`src/sv/mts_pkg.sv`:
```
package mts_pkg;

  localparam int MaxCommentDepth = 15;
  localparam logic [7:0] MaxLexeme = 8'd255;
  localparam int NumWords = 8;

  // result queue between the scanner and the output stage
  localparam int QueueDepth = 4;
  localparam int QIdxW = $clog2(QueueDepth);
  localparam int QCntW = $clog2(QueueDepth + 1);

  // token kinds
  localparam logic [3:0] KindIdent        = 4'd0;
  localparam logic [3:0] KindString       = 4'd1;
  localparam logic [3:0] KindEnd          = 4'd2;
  localparam logic [3:0] KindUnknown      = 4'd3;
  localparam logic [3:0] KindReservedBase = 4'd4;
  localparam logic [3:0] KindComma        = 4'd12;
  localparam logic [3:0] KindHash         = 4'd13;
  localparam logic [3:0] KindError        = 4'd14;

  // error codes
  localparam logic [2:0] ErrNone            = 3'd0;
  localparam logic [2:0] ErrEndInBlock      = 3'd1;
  localparam logic [2:0] ErrLineEndInString = 3'd2;
  localparam logic [2:0] ErrEndInString     = 3'd3;
  localparam logic [2:0] ErrTooDeep         = 3'd4;

  typedef struct packed {
    logic [3:0]  kind;
    logic [2:0]  err;
    logic [15:0] line;
    logic [7:0]  col;
    logic [7:0]  len;
    logic        last;
  } res_t;

  // one queue entry: the one or two results caused by a single character
  typedef struct packed {
    logic two;
    res_t first;
    res_t second;
  } pair_t;

  function automatic logic [4:0] rw_len(input logic [2:0] w);
    logic [4:0] l;
    unique case (w)
      3'd0: l = 5'd7;
      3'd1: l = 5'd3;
      3'd2: l = 5'd4;
      3'd3: l = 5'd16;
      3'd4: l = 5'd5;
      3'd5: l = 5'd3;
      3'd6: l = 5'd6;
      3'd7: l = 5'd6;
      default: l = 5'd0;
    endcase
    return l;
  endfunction

  function automatic logic [127:0] rw_text(input logic [2:0] w);
    logic [127:0] t;
    unique case (w)
      3'd0: t = 128'("PROGRAM");
      3'd1: t = 128'("END");
      3'd2: t = 128'("ENDL");
      3'd3: t = 128'(".--. .-. .. -. -");
      3'd4: t = 128'("-...-");
      3'd5: t = 128'("-.-");
      3'd6: t = 128'(".-.-.-");
      3'd7: t = 128'(".-..-.");
      default: t = '0;
    endcase
    return t;
  endfunction

  // character at position pos of reserved word w; caller checks pos < rw_len(w)
  function automatic logic [7:0] rw_char(input logic [2:0] w, input logic [3:0] pos);
    logic [127:0] t;
    logic [4:0]   off;
    t   = rw_text(w);
    off = rw_len(w) - 5'd1 - {1'b0, pos};
    return t[{off[3:0], 3'b000} +: 8];
  endfunction

endpackage

```
`src/sv/mts_if.sv`:
```
interface mts_in_if;
  logic        valid;
  logic        ready;
  logic [7:0]  ch;
  logic        is_line_end;
  logic        is_program_end;
  logic [15:0] line_number;
  logic [7:0]  line_column;

  modport source (
    output valid, ch, is_line_end, is_program_end, line_number, line_column,
    input  ready
  );
  modport sink (
    input  valid, ch, is_line_end, is_program_end, line_number, line_column,
    output ready
  );
endinterface

interface mts_out_if;
  logic        valid;
  logic        ready;
  logic [3:0]  token_kind;
  logic [2:0]  error_code;
  logic [15:0] start_line;
  logic [7:0]  start_column;
  logic [7:0]  lexeme_length;
  logic        last;

  modport source (
    output valid, token_kind, error_code, start_line, start_column, lexeme_length, last,
    input  ready
  );
  modport sink (
    input  valid, token_kind, error_code, start_line, start_column, lexeme_length, last,
    output ready
  );
endinterface

```
`src/sv/mts_scan.sv`:
```
module mts_scan #(
  parameter int MAX_COMMENT_DEPTH = mts_pkg::MaxCommentDepth
) (
  input  logic          clk_i,
  input  logic          rst_ni,
  mts_in_if.sink        char_i,
  input  logic          full_i,
  output logic          push_o,
  output mts_pkg::pair_t pair_o
);
  import mts_pkg::*;

  localparam int DepthW = (MAX_COMMENT_DEPTH < 2) ? 1 : $clog2(MAX_COMMENT_DEPTH + 1);
  localparam logic [DepthW-1:0] DepthMax = DepthW'(MAX_COMMENT_DEPTH);

  localparam logic [2:0] ModeIdle    = 3'd0;
  localparam logic [2:0] ModeLinecom = 3'd1;
  localparam logic [2:0] ModeBlock   = 3'd2;
  localparam logic [2:0] ModeWord    = 3'd3;
  localparam logic [2:0] ModeStr     = 3'd4;
  localparam logic [2:0] ModeStresc  = 3'd5;
  localparam logic [2:0] ModeHalt    = 3'd6;

  localparam logic [1:0] HalfNone = 2'd0;
  localparam logic [1:0] HalfLt   = 2'd1;
  localparam logic [1:0] HalfGt   = 2'd2;

  localparam logic [7:0] ChLt    = 8'h3C;
  localparam logic [7:0] ChGt    = 8'h3E;
  localparam logic [7:0] ChTilde = 8'h7E;
  localparam logic [7:0] ChSlash = 8'h2F;
  localparam logic [7:0] ChTab   = 8'h09;
  localparam logic [7:0] ChQuote = 8'h22;
  localparam logic [7:0] ChBslash = 8'h5C;
  localparam logic [7:0] ChComma = 8'h2C;
  localparam logic [7:0] ChHash  = 8'h23;
  localparam logic [7:0] ChDash  = 8'h2D;
  localparam logic [7:0] ChDot   = 8'h2E;
  localparam logic [7:0] ChUnder = 8'h5F;
  localparam logic [7:0] ChBlank = 8'h20;

  function automatic logic is_letter(input logic [7:0] c);
    return (c >= 8'h41 && c <= 8'h5A) || (c >= 8'h61 && c <= 8'h7A);
  endfunction

  function automatic logic is_run(input logic [7:0] c);
    return is_letter(c) || (c >= 8'h30 && c <= 8'h39) || c == ChUnder ||
           c == ChBlank || c == ChDash || c == ChDot;
  endfunction

  function automatic res_t mk_res(input logic [3:0] kind, input logic [2:0] err,
                                  input logic [15:0] line, input logic [7:0] col,
                                  input logic [7:0] len);
    res_t r;
    r.kind = kind;
    r.err  = err;
    r.line = line;
    r.col  = col;
    r.len  = len;
    r.last = 1'b0;
    return r;
  endfunction

  logic [2:0]        mode_q, mode_d;
  logic [DepthW-1:0] depth_q, depth_d, depth_dec;
  logic [1:0]        half_q, half_d;
  logic [NumWords-1:0] match_q, match_d, match_cont, match_start;
  logic [7:0]        tlen_q, tlen_d, tlen_inc;
  logic [15:0]       sline_q, sline_d;
  logic [7:0]        scol_q, scol_d;

  logic        acc, pe, le, plain, start_word, do_idle, idle_emit, consumed;
  logic [7:0]  c, uc;
  logic [3:0]  word_kind;
  logic [1:0]  n;
  res_t        first, second, idle_res;

  assign acc   = char_i.valid && char_i.ready;
  assign c     = char_i.ch;
  assign pe    = char_i.is_program_end;
  assign le    = !pe && char_i.is_line_end;
  assign plain = !le && !pe;
  assign uc    = (c >= 8'h61 && c <= 8'h7A) ? (c - 8'd32) : c;
  assign start_word = is_letter(c) || c == ChDash || c == ChDot;
  assign tlen_inc   = (tlen_q < MaxLexeme) ? (tlen_q + 8'd1) : tlen_q;
  assign depth_dec  = (depth_q != '0) ? (depth_q - DepthW'(1)) : depth_q;

  // per-word match bits, one comparator per reserved word
  always_comb begin
    for (int w = 0; w < NumWords; w++) begin
      match_start[w] = (rw_char(3'(w), 4'd0) == uc);
      match_cont[w]  = match_q[w] && ({3'b000, rw_len(3'(w))} > tlen_q) &&
                       (rw_char(3'(w), tlen_q[3:0]) == uc);
    end
  end

  // lowest-numbered matching word wins
  always_comb begin
    word_kind = KindIdent;
    for (int w = NumWords - 1; w >= 0; w--) begin
      if (match_q[w] && tlen_q == {3'b000, rw_len(3'(w))}) begin
        word_kind = KindReservedBase + 4'(w);
      end
    end
  end

  always_comb begin
    mode_d   = mode_q;
    depth_d  = depth_q;
    half_d   = half_q;
    match_d  = match_q;
    tlen_d   = tlen_q;
    sline_d  = sline_q;
    scol_d   = scol_q;
    first    = '0;
    second   = '0;
    idle_res = '0;
    n        = 2'd0;
    do_idle  = 1'b0;
    idle_emit = 1'b0;
    consumed = 1'b0;

    unique case (mode_q)
      ModeIdle: begin
        if (half_q == HalfLt) begin
          half_d = HalfNone;
          if (plain && c == ChTilde) begin
            mode_d = ModeLinecom;
          end else if (plain && c == ChLt) begin
            mode_d  = ModeBlock;
            depth_d = DepthW'(1);
          end else begin
            // lone '<' becomes an unknown token
            first   = mk_res(KindUnknown, ErrNone, sline_q, scol_q, 8'd1);
            n       = 2'd1;
            do_idle = 1'b1;
          end
        end else begin
          do_idle = 1'b1;
        end
      end
      ModeLinecom: begin
        if (le) begin
          mode_d = ModeIdle;
        end else if (pe) begin
          mode_d  = ModeIdle;
          do_idle = 1'b1;
        end
      end
      ModeBlock: begin
        if (pe) begin
          first  = mk_res(KindError, ErrEndInBlock, char_i.line_number,
                          char_i.line_column, 8'd0);
          n      = 2'd1;
          mode_d = ModeHalt;
          half_d = HalfNone;
        end else begin
          if (half_q == HalfLt) begin
            half_d = HalfNone;
            if (!le && c == ChLt) begin
              consumed = 1'b1;
              if (depth_q >= DepthMax) begin
                first  = mk_res(KindError, ErrTooDeep, char_i.line_number,
                                char_i.line_column, 8'd0);
                n      = 2'd1;
                mode_d = ModeHalt;
              end else begin
                depth_d = depth_q + DepthW'(1);
              end
            end
          end else if (half_q == HalfGt) begin
            half_d = HalfNone;
            if (!le && c == ChGt) begin
              consumed = 1'b1;
              depth_d  = depth_dec;
              if (depth_dec == '0) mode_d = ModeIdle;
            end
          end
          if (!consumed && !le) begin
            if (c == ChLt) half_d = HalfLt;
            else if (c == ChGt) half_d = HalfGt;
          end
        end
      end
      ModeWord: begin
        if (plain && is_run(c)) begin
          match_d = match_cont;
          tlen_d  = tlen_inc;
        end else begin
          first   = mk_res(word_kind, ErrNone, sline_q, scol_q, tlen_q);
          n       = 2'd1;
          mode_d  = ModeIdle;
          do_idle = 1'b1;
        end
      end
      ModeStr: begin
        if (pe) begin
          first  = mk_res(KindError, ErrEndInString, sline_q, scol_q, 8'd0);
          n      = 2'd1;
          mode_d = ModeHalt;
          half_d = HalfNone;
        end else if (le) begin
          first  = mk_res(KindError, ErrLineEndInString, sline_q, scol_q, 8'd0);
          n      = 2'd1;
          mode_d = ModeHalt;
          half_d = HalfNone;
        end else if (c == ChQuote) begin
          first  = mk_res(KindString, ErrNone, sline_q, scol_q, tlen_q);
          n      = 2'd1;
          mode_d = ModeIdle;
        end else if (c == ChBslash) begin
          mode_d = ModeStresc;
        end else begin
          tlen_d = tlen_inc;
        end
      end
      ModeStresc: begin
        if (pe) begin
          first  = mk_res(KindError, ErrEndInString, sline_q, scol_q, 8'd0);
          n      = 2'd1;
          mode_d = ModeHalt;
          half_d = HalfNone;
        end else begin
          tlen_d = tlen_inc;
          mode_d = ModeStr;
        end
      end
      default: begin
        mode_d = ModeHalt;
      end
    endcase

    // scan of the current character from idle
    if (do_idle) begin
      if (pe) begin
        idle_res  = mk_res(KindEnd, ErrNone, char_i.line_number, char_i.line_column, 8'd0);
        idle_emit = 1'b1;
      end else if (!(le || c == ChSlash || c == ChTab)) begin
        sline_d = char_i.line_number;
        scol_d  = char_i.line_column;
        if (c == ChLt) begin
          half_d = HalfLt;
        end else if (start_word) begin
          mode_d  = ModeWord;
          tlen_d  = 8'd1;
          match_d = match_start;
        end else if (c == ChQuote) begin
          mode_d = ModeStr;
          tlen_d = 8'd0;
        end else begin
          idle_emit = 1'b1;
          if (c == ChComma) begin
            idle_res = mk_res(KindComma, ErrNone, char_i.line_number,
                              char_i.line_column, 8'd1);
          end else if (c == ChHash) begin
            idle_res = mk_res(KindHash, ErrNone, char_i.line_number,
                              char_i.line_column, 8'd1);
          end else begin
            idle_res = mk_res(KindUnknown, ErrNone, char_i.line_number,
                              char_i.line_column, 8'd1);
          end
        end
      end
    end

    if (idle_emit) begin
      if (n == 2'd0) first = idle_res;
      else second = idle_res;
      n = n + 2'd1;
    end

    first.last  = (n == 2'd1);
    second.last = 1'b1;
  end

  assign char_i.ready  = !full_i;
  assign push_o        = acc && (n != 2'd0);
  assign pair_o.two    = (n == 2'd2);
  assign pair_o.first  = first;
  assign pair_o.second = second;

  always_ff @(posedge clk_i or negedge rst_ni) begin
    if (!rst_ni) begin
      mode_q  <= ModeIdle;
      depth_q <= '0;
      half_q  <= HalfNone;
      match_q <= '1;
      tlen_q  <= '0;
      sline_q <= '0;
      scol_q  <= '0;
    end else if (acc) begin
      mode_q  <= mode_d;
      depth_q <= depth_d;
      half_q  <= half_d;
      match_q <= match_d;
      tlen_q  <= tlen_d;
      sline_q <= sline_d;
      scol_q  <= scol_d;
    end
  end

  a_halt_sticks: assert property (@(posedge clk_i) disable iff (!rst_ni)
    mode_q == ModeHalt |=> mode_q == ModeHalt)
    else $error("scanner left halt without reset");

  a_depth_bound: assert property (@(posedge clk_i) disable iff (!rst_ni)
    depth_q <= DepthMax)
    else $error("comment depth beyond limit");

  a_block_depth: assert property (@(posedge clk_i) disable iff (!rst_ni)
    mode_q == ModeBlock |-> depth_q != '0)
    else $error("block comment with zero depth");

endmodule

```
`src/sv/mts_fifo.sv`:
```
module mts_fifo (
  input  logic           clk_i,
  input  logic           rst_ni,
  input  logic           push_i,
  input  mts_pkg::pair_t push_data_i,
  output logic           full_o,
  input  logic           pop_i,
  output mts_pkg::pair_t head_o,
  output logic           empty_o
);
  import mts_pkg::*;

  pair_t            mem_q [QueueDepth];
  logic [QIdxW-1:0] wr_q, rd_q;
  logic [QCntW-1:0] cnt_q;

  assign full_o  = (cnt_q == QCntW'(QueueDepth));
  assign empty_o = (cnt_q == '0);
  assign head_o  = mem_q[rd_q];

  always_ff @(posedge clk_i) begin
    if (push_i) mem_q[wr_q] <= push_data_i;
  end

  always_ff @(posedge clk_i or negedge rst_ni) begin
    if (!rst_ni) begin
      wr_q  <= '0;
      rd_q  <= '0;
      cnt_q <= '0;
    end else begin
      if (push_i) wr_q <= (wr_q == QIdxW'(QueueDepth - 1)) ? '0 : wr_q + QIdxW'(1);
      if (pop_i)  rd_q <= (rd_q == QIdxW'(QueueDepth - 1)) ? '0 : rd_q + QIdxW'(1);
      if (push_i && !pop_i) cnt_q <= cnt_q + QCntW'(1);
      else if (pop_i && !push_i) cnt_q <= cnt_q - QCntW'(1);
    end
  end

  a_no_overflow: assert property (@(posedge clk_i) disable iff (!rst_ni)
    push_i |-> !full_o)
    else $error("queue written while full");

  a_no_underflow: assert property (@(posedge clk_i) disable iff (!rst_ni)
    pop_i |-> !empty_o)
    else $error("queue read while empty");

endmodule

```
`src/sv/mts_drain.sv`:
```
module mts_drain (
  input  logic           clk_i,
  input  logic           rst_ni,
  input  mts_pkg::pair_t head_i,
  input  logic           empty_i,
  output logic           pop_o,
  mts_out_if.source      token_o
);
  import mts_pkg::*;

  logic vld_q;
  logic sel_q;
  res_t data_q;
  res_t cur;
  logic load;

  // second result of a pair is loaded once the first has been taken; the pair is popped with it
  assign load  = !empty_i && (!vld_q || token_o.ready);
  assign cur   = sel_q ? head_i.second : head_i.first;
  assign pop_o = load && (!head_i.two || sel_q);

  always_ff @(posedge clk_i) begin
    if (load) data_q <= cur;
  end

  always_ff @(posedge clk_i or negedge rst_ni) begin
    if (!rst_ni) begin
      vld_q <= 1'b0;
      sel_q <= 1'b0;
    end else begin
      if (load) begin
        vld_q <= 1'b1;
        sel_q <= head_i.two && !sel_q;
      end else if (token_o.ready) begin
        vld_q <= 1'b0;
      end
    end
  end

  assign token_o.valid         = vld_q;
  assign token_o.token_kind    = data_q.kind;
  assign token_o.error_code    = data_q.err;
  assign token_o.start_line    = data_q.line;
  assign token_o.start_column  = data_q.col;
  assign token_o.lexeme_length = data_q.len;
  assign token_o.last          = data_q.last;

endmodule

```
`src/sv/morse_token_scanner.sv`:
```
// Morse token scanner: turns a stream of source characters into tokens.
// char_i  (sink): one character per transaction with its line and column, or a
//         line-end / program-end marker. valid/ready handshake.
// token_o (source): one token or error per transaction; last marks the final
//         token caused by one character (a character can close a word or a
//         lone '<' and start a token of its own, giving two tokens).
// Throughput: one character per cycle while the result queue has room; one token
// per cycle on the output while token_o.ready is high, so a character that causes two tokens needs two transactions.
// A token reaches token_o from the character that completes it through
// scanner -> result queue -> output register.
// The scanner accepts characters while the 4-entry result queue has room;
// char_i.ready depends only on queue occupancy, not on token_o.ready.
// When the receiver stalls, the output register holds, the queue fills and
// char_i.ready drops until room frees up.
// After an error token the scanner halts: characters are still taken but
// give nothing until reset. Reset (rst_ni low, async) returns the scanner
// to idle, clears comment depth and empties the queue.
module morse_token_scanner #(
  parameter int MAX_COMMENT_DEPTH = mts_pkg::MaxCommentDepth
) (
  input  logic      clk_i,
  input  logic      rst_ni,
  mts_in_if.sink    char_i,
  mts_out_if.source token_o
);
  import mts_pkg::*;

  logic  push, full, pop, empty;
  pair_t push_data, head;

  // front: classification and the scan state machine, one character a cycle while the queue has room
  mts_scan #(
    .MAX_COMMENT_DEPTH(MAX_COMMENT_DEPTH)
  ) u_scan (
    .clk_i (clk_i),
    .rst_ni(rst_ni),
    .char_i(char_i),
    .full_i(full),
    .push_o(push),
    .pair_o(push_data)
  );

  // queue of result pairs decouples scanning from the output side
  mts_fifo u_fifo (
    .clk_i      (clk_i),
    .rst_ni     (rst_ni),
    .push_i     (push),
    .push_data_i(push_data),
    .full_o     (full),
    .pop_i      (pop),
    .head_o     (head),
    .empty_o    (empty)
  );

  // back: splits pairs and drives the registered output
  mts_drain u_drain (
    .clk_i  (clk_i),
    .rst_ni (rst_ni),
    .head_i (head),
    .empty_i(empty),
    .pop_o  (pop),
    .token_o(token_o)
  );

endmodule

```
`src/flat_wrapper.sv`:
```
// flat-port wrapper written by rule: the top's interface ports become plain ports
module morse_token_scanner_flat import mts_pkg::*;
#(
  parameter int MAX_COMMENT_DEPTH = mts_pkg::MaxCommentDepth
)
  (clk_i, rst_ni, char_i_valid, char_i_ch, char_i_is_line_end, char_i_is_program_end, char_i_line_number, char_i_line_column, char_i_ready, token_o_valid, token_o_token_kind, token_o_error_code, token_o_start_line, token_o_start_column, token_o_lexeme_length, token_o_last, token_o_ready);
  mts_in_if char_i_i ();
  mts_out_if token_o_i ();
  input  logic clk_i;
  input  logic rst_ni;
  input wire logic [$bits(char_i_i.valid)-1:0] char_i_valid;
  input wire logic [$bits(char_i_i.ch)-1:0] char_i_ch;
  input wire logic [$bits(char_i_i.is_line_end)-1:0] char_i_is_line_end;
  input wire logic [$bits(char_i_i.is_program_end)-1:0] char_i_is_program_end;
  input wire logic [$bits(char_i_i.line_number)-1:0] char_i_line_number;
  input wire logic [$bits(char_i_i.line_column)-1:0] char_i_line_column;
  output wire logic [$bits(char_i_i.ready)-1:0] char_i_ready;
  output wire logic [$bits(token_o_i.valid)-1:0] token_o_valid;
  output wire logic [$bits(token_o_i.token_kind)-1:0] token_o_token_kind;
  output wire logic [$bits(token_o_i.error_code)-1:0] token_o_error_code;
  output wire logic [$bits(token_o_i.start_line)-1:0] token_o_start_line;
  output wire logic [$bits(token_o_i.start_column)-1:0] token_o_start_column;
  output wire logic [$bits(token_o_i.lexeme_length)-1:0] token_o_lexeme_length;
  output wire logic [$bits(token_o_i.last)-1:0] token_o_last;
  input wire logic [$bits(token_o_i.ready)-1:0] token_o_ready;
  assign char_i_i.valid = char_i_valid;
  assign char_i_i.ch = char_i_ch;
  assign char_i_i.is_line_end = char_i_is_line_end;
  assign char_i_i.is_program_end = char_i_is_program_end;
  assign char_i_i.line_number = char_i_line_number;
  assign char_i_i.line_column = char_i_line_column;
  assign char_i_ready = char_i_i.ready;
  assign token_o_valid = token_o_i.valid;
  assign token_o_token_kind = token_o_i.token_kind;
  assign token_o_error_code = token_o_i.error_code;
  assign token_o_start_line = token_o_i.start_line;
  assign token_o_start_column = token_o_i.start_column;
  assign token_o_lexeme_length = token_o_i.lexeme_length;
  assign token_o_last = token_o_i.last;
  assign token_o_i.ready = token_o_ready;
  morse_token_scanner #(.MAX_COMMENT_DEPTH(MAX_COMMENT_DEPTH)) u_core (.clk_i(clk_i), .rst_ni(rst_ni), .char_i(char_i_i), .token_o(token_o_i));
endmodule
```
`config.mk`:
```
export PLATFORM = sky130hd
export DESIGN_NAME = morse_token_scanner_flat
export DESIGN_NICKNAME = d
export VERILOG_FILES = /design/src/sv/mts_pkg.sv /design/src/sv/mts_if.sv /design/src/sv/mts_scan.sv /design/src/sv/mts_fifo.sv /design/src/sv/mts_drain.sv /design/src/sv/morse_token_scanner.sv /design/src/flat_wrapper.sv
export SDC_FILE = /design/constraint.sdc
export NUM_CORES = 1
export LEC_CHECK = 0
export ABC_AREA = 0
export BUFFER_PORTS_ARGS = -buffer_cell sky130_fd_sc_hd__buf_2
export CORE_UTILIZATION = 50
export CTS_BUF_LIST = sky130_fd_sc_hd__clkbuf_4 sky130_fd_sc_hd__clkbuf_8 sky130_fd_sc_hd__clkbuf_16
export DETAILED_ROUTE_END_ITERATION = 6
export PLACE_DENSITY_LB_ADDON = 0.08
export SLEW_MARGIN = 10
export SYNTH_ARGS = -nofsm -noshare
export SYNTH_HDL_FRONTEND = slang
export SYNTH_SLANG_ARGS = --single-unit
```
`constraint.sdc`:
```
create_clock -name clk_i -period 7.02 [get_ports clk_i]
set_input_delay 0.351 -clock clk_i [delete_from_list [all_inputs] [get_ports clk_i]]
set_output_delay 0.351 -clock clk_i [all_outputs]
set_load 0.05 [all_outputs]
```
Word-level counts from Yosys, hierarchy flattened
Memories as Yosys holds them, arrays and structs flattened.
Cells that the tools add are included.
{ "op_classes": {"addsub": 15, "mul": 0, "n_div": 0, "n_lt_le_gt_ge": 14, "n_eq_ne": 51, "shift": 8, "muxes": 148, "bitwise": 2, "n_reduce_logical": 75} }
{ "op_table": {"columns": ["operator", "n"], "rows": [
  ["indexed part select 128 x 8 -> 8 bit, first input constant", 8],
  ["two-way mux 40 bit", 21],
  ["one-hot mux 40 bit (5 select lines)", 1],
  ["two-way mux 8 bit", 21],
  ["two-way mux 38 bit", 3],
  ["two-way mux 3 bit", 25],
  ["equality test 8 x 6 -> 1 bit, second input constant", 9],
  ["two-way mux 4 bit", 18],
  ["equality test 8 bit", 8],
  ["logical AND 1 bit", 42],
  ["two-way mux 37 bit", 1],
  ["two-way mux 2 bit", 18],
  ["two-way mux 1 bit", 34],
  ["equality test 8 x 3 -> 1 bit, second input constant", 4],
  ["> comparator 3 x 8 -> 1 bit, first input constant", 4],
  ["equality test 8 x 7 -> 1 bit, second input constant", 3],
  ["one-hot mux 8 bit (3 select lines)", 1],
  ["one-hot mux 3 bit (6 select lines)", 1],
  ["equality test 6 x 8 -> 1 bit, first input constant", 2],
  ["equality test 7 x 8 -> 1 bit, first input constant", 2],
  [">= comparator 8 x 7 -> 1 bit, second input constant", 2],
  ["<= comparator 8 x 7 -> 1 bit, second input constant", 2],
  ["logical OR 1 bit", 12],
  ["inequality test 3 bit, second input constant", 4],
  ["other kinds (38)", 67]
]} }
{ "word_totals": {"register_bits": 98, "latchBits": 0, "ram_bits": 320, "rom_bits": 0, "inputBits": 38, "out_inout_bits": 42, "mem_count": 1} }
{ "mem_list": {"columns": ["name", "words", "width", "rd", "rd_ports_with_merged_regs", "write_ports", "line_no", "rtl"], "rows": [
  ["u_core.u_fifo.mem_q", 4, 80, 1, 0, 1, "mts_fifo.sv:13", "pair_t mem_q [QueueDepth];"]
]} }

Depth between registers and ports, before layout
{ "logic_depth": {"depth_word": 19, "ltp_mapped": 17, "mapped_depth_nobuf": 16} }

Hierarchy
A second synthesis with hierarchy kept.
{ "hier_totals": {"hier_cells": 1243, "area_unflattened_um2": 19625.1} }
{ "by_module_without_submodules": {"columns": ["mod", "instances", "cells_each", "area_each_um2", "seq_area_each_um2"], "rows": [
  ["mts_fifo", 1, 460, 12109.1, 9904.5],
  ["mts_scan", 1, 689, 5531.6, 1236.2],
  ["mts_drain", 1, 94, 1984.4, 1251.2]
]} }

Worst setup path before layout
OpenSTA, ideal clock, no wires.
{ "synth_path": {"kind": "input to register", "from": "input port char_i_ch[6]", "to": "memory u_core.u_fifo.mem_q[0][0] (netlist name) (enable)", "setup_ns": 0.435, "arrival_ns": 4.044, "required_ns": 6.585, "path_slack_ns": 2.542, "cell_stages": 12, "n_path_buf": 1, "path_cell_list": "buf_4 inv_1 ha_1 and3b_1 o211ai_1 nand2_1 o31a_1 o211ai_2 inv_1 ha_1 nor2_1 and2_1"} }
{ "synth_between": {"elab_chain_cells": 17} }
{ "synth_rtl": {"columns": ["element", "line_no", "rtl"], "rows": [
  ["start: declaration", "flat_wrapper.sv:12", "input wire logic [$bits(char_i_i.ch)-1:0] char_i_ch;"],
  [">= comparator 8 x 7 -> 1 bit or <= comparator 8 x 7 -> 1 bit (tied branches)", "mts_scan.sv:43", "return (c >= 8'h41 && c <= 8'h5A) || (c >= 8'h61 && c <= 8'h7A);"],
  ["logical AND 1 bit", "mts_scan.sv:43", null],
  ["logical OR 1 bit", "mts_scan.sv:43", null],
  ["logical OR 1 bit (3 in a row)", "mts_scan.sv:47", "return is_letter(c) || (c >= 8'h30 && c <= 8'h39) || c == ChUnder ||"],
  ["logical OR 1 bit (2 in a row)", "mts_scan.sv:48", "c == ChBlank || c == ChDash || c == ChDot;"],
  ["logical AND 1 bit", "mts_scan.sv:186", "if (plain && is_run(c)) begin"],
  ["two-way mux 1 bit", "mts_scan.sv:186", null],
  ["one-hot mux 1 bit (5 select lines) or one-hot mux 1 bit (3 select lines) (tied branches)", "mts_scan.sv:123", "unique case (mode_q)"],
  ["adder 2 x 1 -> 2 bit or two-way mux 1 bit (tied branches)", "mts_scan.sv:269, mts_scan.sv:234", null],
  ["two-way mux 2 bit *", "mts_scan.sv:266", "if (idle_emit) begin"],
  ["nonzero test 2 bit *", "mts_scan.sv:277", "assign push_o = acc && (n != 2'd0);"],
  ["logical AND 1 bit *", "mts_scan.sv:277", null],
  ["net u_core.push", "morse_token_scanner.sv:28", "logic push, full, pop, empty;"],
  ["two-way mux 1 bit *", "mts_fifo.sv:22", "if (push_i) mem_q[wr_q] <= push_data_i;"],
  ["two-way mux 1 bit (implied by the code) *", "mts_fifo.sv:22", null],
  ["end: declaration", "mts_fifo.sv:13", null]
]} }
The timed path passes the listed nets; every way through them passes the cells marked *.

Worst setup path after layout
{ "layout_path": {"from": "register u_core.u_scan.half_q[1]", "to": "memory u_core.u_fifo.mem_q[0][41] (netlist name) (enable)"} }
{ "layout_between": {"elab_chain_cells": 10} }
{ "layout_rtl": {"columns": ["element", "line_no", "rtl"], "rows": [
  ["start: declaration", "mts_scan.sv:66", "logic [1:0] half_q, half_d;"],
  ["start signal: assignment", "mts_scan.sv:286", "half_q <= HalfNone;"],
  ["start signal: assignment", "mts_scan.sv:294", "half_q <= half_d;"],
  ["equality test 2 x 1 -> 1 bit *", "mts_scan.sv:125, mts_scan.sv:158", null],
  ["two-way mux 1 bit", "mts_scan.sv:158", "if (half_q == HalfLt) begin"],
  ["two-way mux 1 bit", "mts_scan.sv:151", "if (pe) begin"],
  ["one-hot mux 1 bit (5 select lines)", "mts_scan.sv:123", null],
  ["adder 2 x 1 -> 2 bit", "mts_scan.sv:269", "n = n + 2'd1;"],
  ["two-way mux 2 bit *", "mts_scan.sv:266", null],
  ["nonzero test 2 bit *", "mts_scan.sv:277", null],
  ["logical AND 1 bit *", "mts_scan.sv:277", null],
  ["net u_core.push", "morse_token_scanner.sv:28", null],
  ["two-way mux 1 bit *", "mts_fifo.sv:22", null],
  ["two-way mux 1 bit (implied by the code) *", "mts_fifo.sv:22", null]
]} }
Marked as above.

==> impl_metrics.csv <==
group,metric,value,unit
finish,n_fill_cell,2781,
floorplanning,dieArea,36100,µm²
sta,period_minus_slack,4610,ps
yosys,syn-cell-area,17700,µm²
floorplanning,coreArea,34600,µm²
placement,place.gp.congestion,0.910,
clock_tree,cts_setup_buffers,0,
sta,slew_viol_final,0,
yosys,ys.flop_type,"edfxtp_1",
clock_tree,cts_sinks,374,
finish,drive_gt1_share,22.8,%
sta,period_share,65.7,%
yosys,ys_types,95,
grt,grt_pass1_vias,10800,
drt,num_vias,10700,
sta,skew,23.1,ps
drt,dr.pass1.iters,5,
clock_tree,cts_root_buf,"clkbuf_16",
power,power.density,442,nW/µm²
sta,rsz0062_at_grt,"no",
grt,grtUsageTotal,22.7,%
sta,worst_pin_slew,935,ps
clock_tree,cts_tree,"done",
clock_tree,clkLatencyLatePin,540,ps
setup_path,critPathMaxFanout,44,
finish,area_growth,11.9,%
sta,whs,14.7,ps
setup_path,critPathLaunchType,"flip-flop",
drt,route.detailed.drc,0,
clock_tree,ctsResizeCount,0,
power,ir_drop,0.000264,V
setup_path,cp_data_arrival_time,4780,ps
drt,post_drt_wl_per_cell,22.2,µm
placement,dp_slack,2420,ps
yosys,ys_async_sr_fraction,15.5,%
grt,grt_antenna_before_repair,0,
finish,finalNonFillerCells,1796,
setup_path,criticalPathCategory,"flip-flop to flip-flop",
finish,layout_common_cells,"edfxtp_1, nand2_1, buf_2",
flow_run,drv_cap,0,
clock_tree,cts_buffers,39,
drt,dr.first_iter.drc_count,744,
grt,grt_pass1_wl,62300,µm
placement,place_inst,1724,
power,p_leak,7.34,nW
clock_tree,clockBufferDepth,3,
floorplanning,die_width,190,µm
sta,setup_violations,0,
sta,setup_ws,2410,ps
drt,wl,39900,µm
yosys,ys_ff_latch,374,
clock_tree,holdBufCountCts,0,
floorplanning,num_rows,68,
floorplanning,initial_core_util,51.1,%
yosys,synth.net_count,1328,
finish,diodes,0,
yosys,syn_avg_cell_area,14.1,µm²
sta,slew_headroom,37.1,%
status,outcome,"finished clean",
placement,portBuffers,79,
finish,nets,1387,
setup_path,crit_required,7190,ps
sta,maxClockFrequency,217,MHz
floorplanning,die_y,190,µm
finish,layout_commonest_cell,"edfxtp_1",
drt,ant_nets,0,
clock_tree,clkTransAtPathRegs,60,ps
grt,grt_max_degree,59,
placement,dpl.hpwl,24600,µm
setup_path,critical_path.endpoint_type,"flip-flop",
clock_tree,htreeDepth,2,
yosys,synth_edf_count,316,
yosys,yosysSeqAreaShare,61.9,%
drt,via_per_inst,5.96,
floorplanning,io_pins,80,
yosys,yosys_warnings,0,
grt,overflow,0,
min_path,hold_class,"primary input to flip-flop",
power,p_total,0.00874,W
sta,tns,0,ps
sta,hold_violations,0,
yosys,synthCells,1251,
## flip-flops by register name, summed over array words and instances (netlist names)
name,flops
u_core.u_scan.match_q,8
u_core.u_drain.token_o.lexeme_length,8
u_core.u_drain.token_o.start_column,8
u_core.u_drain.token_o.valid,1
u_core.u_fifo.wr_q,2
u_core.u_scan.scol_q,8
u_core.u_scan.tlen_q,8
u_core.u_scan.half_q,2
u_core.u_fifo.rd_q,2
u_core.u_drain.token_o.start_line,16
u_core.u_drain.sel_q,1
u_core.u_scan.mode_q,3
u_core.u_fifo.mem_q,276
u_core.u_drain.token_o.token_kind,4
u_core.u_scan.sline_q,16
u_core.u_fifo.cnt_q,3
u_core.u_drain.token_o.last,1
u_core.u_drain.token_o.error_code,3
u_core.u_scan.depth_q,4
## area by class of cell
class,instances,area (µm²),share of cell area [%]
Inverter,36,135,0.683
Clock inverter,20,243,1.23
Clock buffer,52,1090,5.52
Multi-Input combinational cell,765,6280,31.7
Timing Repair Buffer,94,508,2.57
Sequential cell,374,11000,55.4
Tap cell,455,569,2.88
## report_power, final
group          leakage (nW)  internal (W)  switching, W
combinational          3.02       0.00117       0.00195
sequential             3.65       0.00319      0.000342
clock                 0.668       0.00126      0.000841
## cells in the mapped netlist, drive strengths merged, types with 4 or more instances
cell | number | area (µm²)
or3 | 4 | 25.0
and3 | 9 | 56.3
a22o | 26 | 228
nand2b | 9 | 56.3
mux2 | 28 | 390
a21o | 5 | 37.5
mux2i | 6 | 60.1
nor2 | 53 | 199
xor2 | 6 | 52.6
or2 | 7 | 43.8
a311oi | 5 | 61.3
o21ai | 38 | 198
nand3 | 24 | 138
nor4b | 6 | 97.6
inv | 35 | 131
nor2b | 15 | 93.8
a31oi | 16 | 100
dfrtp | 50 | 1250
clkbuf | 44 | 165
buf | 32 | 170
nor3 | 38 | 190
nand2 | 139 | 522
o211ai | 10 | 80.1
mux4 | 69 | 1550
a21oi | 38 | 190
edfxtp | 316 | 9490
dfstp | 8 | 210
o41ai | 6 | 60.1
o2111ai | 6 | 52.6
xnor2 | 13 | 114
o22ai | 4 | 25.0
nor4 | 7 | 50.1
and2 | 49 | 307
nand4 | 14 | 87.6
o311ai | 4 | 35.0
or3b | 5 | 43.8
or4 | 4 | 30.0
ha | 38 | 475
## worst paths after layout
check	depth (start not counted)	from	slack, ps	end
max	11	u_core.u_scan.half_q[1]$_DFFE_PN0P_	2410	u_core.u_fifo.mem_q[0][41]$_DFFE_PP_
min	2	token_o_ready	10	u_core.u_drain.token_o.valid$_DFFE_PN0P_
max reg2reg	11	u_core.u_scan.half_q[1]$_DFFE_PN0P_	2410	u_core.u_fifo.mem_q[0][41]$_DFFE_PP_
min reg2reg	2	u_core.u_scan.match_q[0]$_DFFE_PN1P_	490	u_core.u_scan.match_q[0]$_DFFE_PN1P_
max in group asynchronous	2	rst_ni	6280	u_core.u_fifo.rd_q[0]$_DFFE_PN0P_
min in group asynchronous	2	rst_ni	40	u_core.u_drain.token_o.valid$_DFFE_PN0P_
## routing by layer
| metal | share of wire (%) | track usage (%) |
|---|---|---|
| met1 | 42 | 30.0 |
| met2 | 51 | 39.2 |
| met3 | 4.3 | 2.66 |
| met4 | 2.4 | 6.76 |
| met5 | 0 | 0 |
## cells by family (layout without fill, tap and decap cells)
group | Yosys count | in the layout | share of synthesized area [%]
adders and majority gates | 39 | 39 | 2.80
and+or+nand+nor | 399 | 399 | 11.8
DFF | 374 | 374 | 61.9
AOI/OAI and AO/OA | 205 | 205 | 8.49
buffers and inverters | 112 | 202 | 2.66
xor gates and xnor gates | 19 | 19 | 0.941
muxes | 103 | 103 | 11.3
## metrics by stage
step	instance area, µm²	util, %
after floorplan	17700	-
after global placement	18500	53.3
after detailed placement	18500	53.3
after CTS	19800	57.1
after global routing	19800	57.1
final	19800	57.1
## worst max-delay path: stages, from the launching register on
cell and delay, ps:
dfrtp_1 420, inv_1 90, ha_1 590, nand4_1 310
o41ai_2 490, o22ai_1 180, o211ai_2 170, inv_1 110
ha_1 210, nor2_1 410, and2_4 710, buf_4 500
(Power assumes the default switching activity.)
